**config.mk**
```make
export PLATFORM = sky130hd
export DESIGN_NAME = mpfc_ctrl
export DESIGN_NICKNAME = d
export VERILOG_FILES = /design/src/hw/rtl/mpfc_pkg.sv /design/src/hw/rtl/mpfc_ctrl.sv
export SDC_FILE = /design/constraint.sdc
export NUM_CORES = 1
export LEC_CHECK = 0
export BUFFER_PORTS_ARGS = -buffer_cell sky130_fd_sc_hd__buf_2
export CORE_ASPECT_RATIO = 0.7
export CORE_MARGIN = 5
export CORE_UTILIZATION = 45
export CTS_CLUSTER_SIZE = 10
export DETAILED_ROUTE_END_ITERATION = 7
export PLACE_DENSITY = 0.71
export REMOVE_ABC_BUFFERS = 1
export SLEW_MARGIN = 20
export SYNTH_ARGS = -nofsm -noshare
export SYNTH_HDL_FRONTEND = slang
export SYNTH_SLANG_ARGS = --single-unit
```
**constraint.sdc**
```tcl
create_clock -name i_clk -period 3.2 [get_ports i_clk]
set_input_delay 0 -clock i_clk [delete_from_list [all_inputs] [get_ports i_clk]]
set_output_delay 0 -clock i_clk [all_outputs]
set_load 0.02 [all_outputs]
```
**src/hw/rtl/mpfc_pkg.sv**
```systemverilog
// Shared types and constants for the fixed-radius circle point counter.
`timescale 1ns / 1ps
`default_nettype none
package mpfc_pkg;

    localparam int MAX_POINTS_DEF = 512;
    localparam int RADIUS_RST     = 160;
    localparam int SLACK_RST      = 1;
    localparam int DIV_STEPS      = 56;
    localparam int SQRT_STEPS     = 28;
    localparam int STEP_W         = 6;
    localparam int BEST_MAX       = 1023;

    localparam logic CFG_RADIUS = 1'b0;
    localparam logic CFG_SLACK  = 1'b1;

    typedef enum logic [3:0] {
        ST_IDLE,
        ST_INIT,
        ST_RDI,
        ST_LDI,
        ST_RDJ,
        ST_LDJ,
        ST_SQ,
        ST_D2,
        ST_CHK,
        ST_DIV,
        ST_SQI,
        ST_SQRT,
        ST_CEN1,
        ST_CEN2,
        ST_CNT,
        ST_DRAIN
    } t_state;

    typedef struct packed {
        logic store;
        logic rd;
        logic init;
        logic ld_i;
        logic ld_j;
        logic sq;
        logic d2;
        logic zero_r;
        logic div_init;
        logic div_step;
        logic sqrt_init;
        logic sqrt_step;
        logic cen_mul;
        logic cen;
        logic side;
        logic cnt_clr;
        logic cnt_issue;
        logic upd;
        logic report;
    } t_cmd;

    typedef struct packed {
        logic far;
        logic d2_zero;
        logic pipe_empty;
    } t_sts;

endpackage
`default_nettype wire

```
**src/hw/rtl/mpfc_ctrl.sv**
```systemverilog
// Sequencer for point loading, the pair loop and the coverage sweeps.
`timescale 1ns / 1ps
`default_nettype none
module mpfc_ctrl
    import mpfc_pkg::*;
#(
    parameter int MAX_POINTS = MAX_POINTS_DEF,
    parameter int AW         = $clog2(MAX_POINTS),
    parameter int CW         = $clog2(MAX_POINTS + 1)
) (
    input  wire logic          i_clk,
    input  wire logic          i_rst_n,
    input  wire logic          i_valid,
    input  wire logic          i_has_point,
    input  wire logic          i_last,
    input  wire logic          i_stall,
    input  wire t_sts          i_sts,
    output logic               o_stall,
    output logic               o_valid,
    output t_cmd               o_cmd,
    output logic [AW-1:0]      o_addr,
    output logic [CW-1:0]      o_n,
    output logic               o_dropped
);

    t_state              r_state;
    t_state              n_state;
    logic [CW-1:0]       r_n;
    logic [CW-1:0]       r_i;
    logic [CW-1:0]       r_j;
    logic [CW-1:0]       r_k;
    logic [STEP_W-1:0]   r_step;
    logic                r_side;
    logic                r_drop;
    logic                r_o_valid;
    logic                w_acc;
    logic                w_room;
    logic                w_more_j;
    logic                w_more_i;
    logic                w_out_free;
    logic                w_last_k;

    assign w_acc      = i_valid && (r_state == ST_IDLE);
    assign w_room     = r_n < CW'(MAX_POINTS);
    assign w_more_j   = ({1'b0, r_j} + (CW+1)'(1)) < {1'b0, r_n};
    assign w_more_i   = ({1'b0, r_i} + (CW+1)'(2)) < {1'b0, r_n};
    assign w_out_free = !r_o_valid || !i_stall;
    assign w_last_k   = ({1'b0, r_k} + (CW+1)'(1)) >= {1'b0, r_n};

    always_comb begin
        n_state = r_state;
        case (r_state)
            ST_IDLE:  if (w_acc && i_last) n_state = ST_INIT;
            ST_INIT:  n_state = (r_n < CW'(2)) ? ST_DRAIN : ST_RDI;
            ST_RDI:   n_state = ST_LDI;
            ST_LDI:   n_state = ST_LDJ;
            ST_RDJ:   n_state = ST_LDJ;
            ST_LDJ:   n_state = ST_SQ;
            ST_SQ:    n_state = ST_D2;
            ST_D2:    n_state = ST_CHK;
            ST_CHK: begin
                if (i_sts.far) begin
                    if (w_more_j)      n_state = ST_RDJ;
                    else if (w_more_i) n_state = ST_RDI;
                    else               n_state = ST_DRAIN;
                end else if (i_sts.d2_zero) begin
                    n_state = ST_CEN1;
                end else begin
                    n_state = ST_DIV;
                end
            end
            ST_DIV:   if (r_step == STEP_W'(DIV_STEPS - 1)) n_state = ST_SQI;
            ST_SQI:   n_state = ST_SQRT;
            ST_SQRT:  if (r_step == STEP_W'(SQRT_STEPS - 1)) n_state = ST_CEN1;
            ST_CEN1:  n_state = ST_CEN2;
            ST_CEN2:  n_state = ST_CNT;
            ST_CNT:   if (w_last_k) n_state = ST_DRAIN;
            ST_DRAIN: begin
                if (i_sts.pipe_empty) begin
                    if (r_k == '0) begin
                        if (w_out_free) n_state = ST_IDLE;
                    end else if (!r_side) begin
                        n_state = ST_CEN2;
                    end else if (w_more_j) begin
                        n_state = ST_RDJ;
                    end else if (w_more_i) begin
                        n_state = ST_RDI;
                    end else begin
                        n_state = ST_DRAIN;
                    end
                end
            end
            default:  n_state = ST_IDLE;
        endcase
    end

    // DRAIN with k cleared doubles as the report wait
    always_comb begin
        o_cmd  = '0;
        o_addr = r_n[AW-1:0];
        case (r_state)
            ST_IDLE: begin
                o_cmd.store = w_acc && i_has_point && w_room;
            end
            ST_INIT: o_cmd.init = 1'b1;
            ST_RDI: begin
                o_cmd.rd = 1'b1;
                o_addr   = r_i[AW-1:0];
            end
            ST_LDI: begin
                o_cmd.ld_i = 1'b1;
                o_cmd.rd   = 1'b1;
                o_addr     = r_j[AW-1:0];
            end
            ST_RDJ: begin
                o_cmd.rd = 1'b1;
                o_addr   = r_j[AW-1:0];
            end
            ST_LDJ:  o_cmd.ld_j = 1'b1;
            ST_SQ:   o_cmd.sq = 1'b1;
            ST_D2:   o_cmd.d2 = 1'b1;
            ST_CHK: begin
                o_cmd.zero_r   = !i_sts.far && i_sts.d2_zero;
                o_cmd.div_init = !i_sts.far && !i_sts.d2_zero;
            end
            ST_DIV:  o_cmd.div_step = 1'b1;
            ST_SQI:  o_cmd.sqrt_init = 1'b1;
            ST_SQRT: o_cmd.sqrt_step = 1'b1;
            ST_CEN1: o_cmd.cen_mul = 1'b1;
            ST_CEN2: begin
                o_cmd.cen     = 1'b1;
                o_cmd.side    = r_side;
                o_cmd.cnt_clr = 1'b1;
            end
            ST_CNT: begin
                o_cmd.rd        = 1'b1;
                o_cmd.cnt_issue = 1'b1;
                o_addr          = r_k[AW-1:0];
            end
            ST_DRAIN: begin
                o_cmd.upd    = i_sts.pipe_empty && (r_k != '0);
                o_cmd.report = i_sts.pipe_empty && (r_k == '0) && w_out_free;
            end
            default: o_cmd = '0;
        endcase
    end

    always_ff @(posedge i_clk) begin
        if (!i_rst_n) begin
            r_state   <= ST_IDLE;
            r_n       <= '0;
            r_i       <= '0;
            r_j       <= '0;
            r_k       <= '0;
            r_step    <= '0;
            r_side    <= 1'b0;
            r_drop    <= 1'b0;
            r_o_valid <= 1'b0;
        end else begin
            r_state <= n_state;
            if (o_cmd.report)  r_o_valid <= 1'b1;
            else if (!i_stall) r_o_valid <= 1'b0;
            case (r_state)
                ST_IDLE: begin
                    if (w_acc && i_has_point) begin
                        if (w_room) r_n <= r_n + CW'(1);
                        else        r_drop <= 1'b1;
                    end
                    r_i    <= '0;
                    r_k    <= '0;
                    r_side <= 1'b0;
                end
                ST_RDI:  r_j <= r_i + CW'(1);
                ST_CHK: begin
                    r_step <= '0;
                    if (i_sts.far) begin
                        if (w_more_j)      r_j <= r_j + CW'(1);
                        else if (w_more_i) r_i <= r_i + CW'(1);
                    end
                end
                ST_DIV: begin
                    if (r_step == STEP_W'(DIV_STEPS - 1)) r_step <= '0;
                    else                                  r_step <= r_step + STEP_W'(1);
                end
                ST_SQRT: r_step <= r_step + STEP_W'(1);
                ST_CEN2: r_k <= '0;
                ST_CNT:  r_k <= r_k + CW'(1);
                ST_DRAIN: begin
                    if (i_sts.pipe_empty) begin
                        if (r_k == '0) begin
                            if (w_out_free) begin
                                r_n       <= '0;
                                r_drop    <= 1'b0;
                            end
                        end else if (!r_side) begin
                            r_side <= 1'b1;
                        end else begin
                            r_side <= 1'b0;
                            r_k    <= '0;
                            if (w_more_j)      r_j <= r_j + CW'(1);
                            else if (w_more_i) r_i <= r_i + CW'(1);
                        end
                    end
                end
                default: r_step <= r_step;
            endcase
        end
    end

    assign o_stall   = (r_state != ST_IDLE);
    assign o_valid   = r_o_valid;
    assign o_n       = r_n;
    assign o_dropped = r_drop;

endmodule
`default_nettype wire

```
==> impl_metrics.tcl <==
set metrics [dict create \
    antenna_found_initial 0 \
    slew_headroom 0.4960 \
    grt_pass1_wl_um 23110 \
    hold_violations 0 \
    slew_viol_final 0 \
    synth_cell_types 66 \
    p_per_area_nw_per_um2 472.0 \
    ant_nets 0 \
    synth_xor_area_frac 0.08529 \
    grt_max_degree 21 \
    clkSinkCount 53 \
    synth_top_area_frac 0.2460 \
    synth_mux_area_frac 0.01683 \
    timing.rr.start "r_j[0]" \
    fill_cells 868 \
    setup_tns_ns 0 \
    synth_adder_area_share 0.1044 \
    worst_path_max_delay_cell "ha_1" \
    yosys.area_share.simple 0.2681 \
    synthTopCellsByArea "dfxtp_1, ha_1, nor2_1" \
    yosysMostFrequentCell "nor2_1" \
    avgSynthCellArea_um2 7.553 \
    stdcell_area_um2 5096 \
    setup_viol 0 \
    pre_cts_ws_ns 0.03513 \
    drt-total-wl_um 14240 \
    power.leakage_nw 2.257 \
    start_kind "flip-flop" \
    postPlaceCellArea_um2 4865 \
    crit_chain "ha_1 -> nand3_2 -> nor2_2 -> xnor2_1 -> ha_1 -> nand4_1 -> and3_1 -> o21ai_0 -> buf_4 -> a21oi_1 -> buf_4 -> nor4_2 -> mux2_2 -> nor2_1" \
    ys_top_cells_by_count "nor2_1, dfxtp_1, nand2_1" \
    finalCritPeriodShare 0.9479 \
    cp.required_ns 3.44 \
    synthCells 571 \
    path_max_fanout 5 \
    drt_iter0_markers 580 \
    seq_area_frac_synth 0.2460 \
    clk_latency_ns 0.30 \
    period_needed_ns 3.033 \
    crit_family "simple AND/OR/NAND/NOR gates" \
    status "finished clean" \
    cts.htree.levels 2 \
    postCtsSetupRepairBufs 0 \
    cts_tree "yes" \
    maxCapViolations 0 \
    antenna_cells 0 \
    dp.final_hpwl_um 10790 \
    synth_top_cell_by_area "dfxtp_1" \
    core_area_um2 9216 \
    cts_root_buf "clkbuf_16" \
    min_from "i_stall" \
    grtUsageTotal 0.2434 \
    synth_edf_count 0 \
    synth_flop_cell "dfxtp_1" \
    vdd_drop_max_mv 0.3322 \
    path_buf_inv 2 \
    fmax_mhz 329.7 \
    synth-async-reset-ratio 0 \
    crit_path_max_incr_delay_ns 0.37 \
    finalPower_mw 2.405 \
    die-height_um 91.91 \
    clock_path_buffers 2 \
    setup_ws_ns 0.1667 \
    grt_pass1_vias 4531 \
    clk_pin_slew_worst_paths_ns 0.07 \
    start_util 0.4680 \
    tightestPinTransition_ns 0.7519 \
    portBuffers 49 \
    drc_errors 0 \
    regArea_um2 1066 \
    wire_per_inst_um 18.86 \
    fp.dieW_um 127.0 \
    syn_to_final_growth_pct 18.16 \
    critPathArrivalTime_ns 3.27 \
    min_path_type "primary input to flip-flop" \
    numCtsBuffers 5 \
    clock_skew_ns 0.007025 \
    synth-seq-cells 53 \
    synth_top_family_by_area "simple AND/OR/NAND/NOR gates" \
    crit_start "r_j[0]" \
    multiInputGateArea_um2 3090 \
    synth-compound-area-share 0.2254 \
    utilization 0.5529 \
    worstSetupPathType "flip-flop to flip-flop" \
    nNetsFinal 676 \
    endpoint_kind "flip-flop" \
    core.rowCount 29 \
    num_io_pins 50 \
    globalplace.congestion 0.9420 \
    netlist_area_um2 4313 \
    grt_overflow_total 0 \
    yosys_warnings 0 \
    layout-drive-gt1-share 0.1949 \
    first_pass_iters 7 \
    viasPerCell 6.144 \
    vias 4639 \
    dieArea_um2 11670 \
]
==> kinds of logic (layout without fill, tap and decap cells) <==
kind of cell / count (synthesis) / after routing
multiplexers: 7 / 7
AND/OR/NAND/NOR: 230 / 230
AO/OA/AOI/OAI: 146 / 146
adder cells (fa/ha/maj): 36 / 36
flip-flops: 53 / 53
buffers and inverters: 57 / 117
XOR/XNOR: 42 / 42
==> tightest hold or removal path, cell delays in order <==
cell,delay (ns)
buf_2,0.11
nand2_1,0.09
a21oi_1,0.07
==> power by group <==
group	internal, mW	switching [mW]	total, mW	leakage (nW)
clock	0.364	0.251	0.615	0.0797
sequential	0.697	0.0795	0.777	0.430
combinational	0.353	0.661	1.01	1.75
total	1.41	0.991	2.41	2.26
==> state kept, by name, indices dropped and copies added, names as in the netlist <==
name       count
o_valid        1
r_state        4
o_dropped      1
o_n           10
r_step         6
r_side         1
r_j           10
r_i           10
r_k           10
==> layer usage <==
metal / vias to the layer above / GRT usage / routed length, µm
met2: 239 / 0.3640 / 6344
met3: 27 / 0.05285 / 1409
li1: 2191 / - / -
met4: 0 / 0.08214 / 260
met1: 2182 / 0.3464 / 6223
met5: - / 0 / 0
==> stage by stage <==
step | cells | hold slack (ns)
after floorplan | 535 | 0.07811
after global placement | 748 | 0.2938
after detailed placement | 748 | 0.3013
after CTS | 755 | 0.01021
after global routing | 755 | 0.03936
final | 755 | 0.02002
==> path summary, 6_finish.rpt <==
path / to / slack (ns) / cells past startpoint
min reg2reg: o_dropped / 0.44 / 2
max reg2reg: r_i[4] / 0.17 / 14
max: r_i[4] / 0.17 / 14
min: o_valid / 0.02 / 3
==> layout by cell type (no fill, tap or decap), types with 3 or more instances in the layout <==
master / n
dfxtp_1: 49
nor2b_1: 7
a21o_1: 14
nor2_1: 67
buf_2: 49
o22ai_1: 3
o21a_1: 4
ha_1: 36
a22oi_1: 4
nor3_2: 3
a21boi_0: 4
xor2_1: 18
and2_1: 5
mux2i_1: 5
a211o_1: 3
xnor2_1: 23
o31ai_1: 4
nand2b_1: 7
a21oi_1: 37
nand4_1: 12
and3_1: 13
inv_1: 20
nand3b_1: 3
a31oi_1: 11
nand3_1: 23
nand2_1: 45
nor3_1: 15
a222oi_1: 9
or3_1: 6
o21ai_0: 28
clkbuf_16: 5
dfxtp_2: 4
nor4_1: 5
buf_4: 40
o211ai_1: 4
==> final cells by class <==
cell class / instances / area share
clock inverters: 2 / 0.006875
repair buffers: 89 / 0.1070
flip-flops and latches: 53 / 0.2092
inverters: 21 / 0.01547
well taps: 124 / 0.03044
clock buffers: 5 / 0.02455
multi-input cells: 461 / 0.6064
==> repair_timing <==
| action | 4_1_cts | 5_1_grt |
|---|---|---|
| resized for setup | 0 | 16 |
| hold buffers | 0 | 0 |
| endpoints found under the setup margin | 0 | 24 |
(Power assumes the default switching activity.)
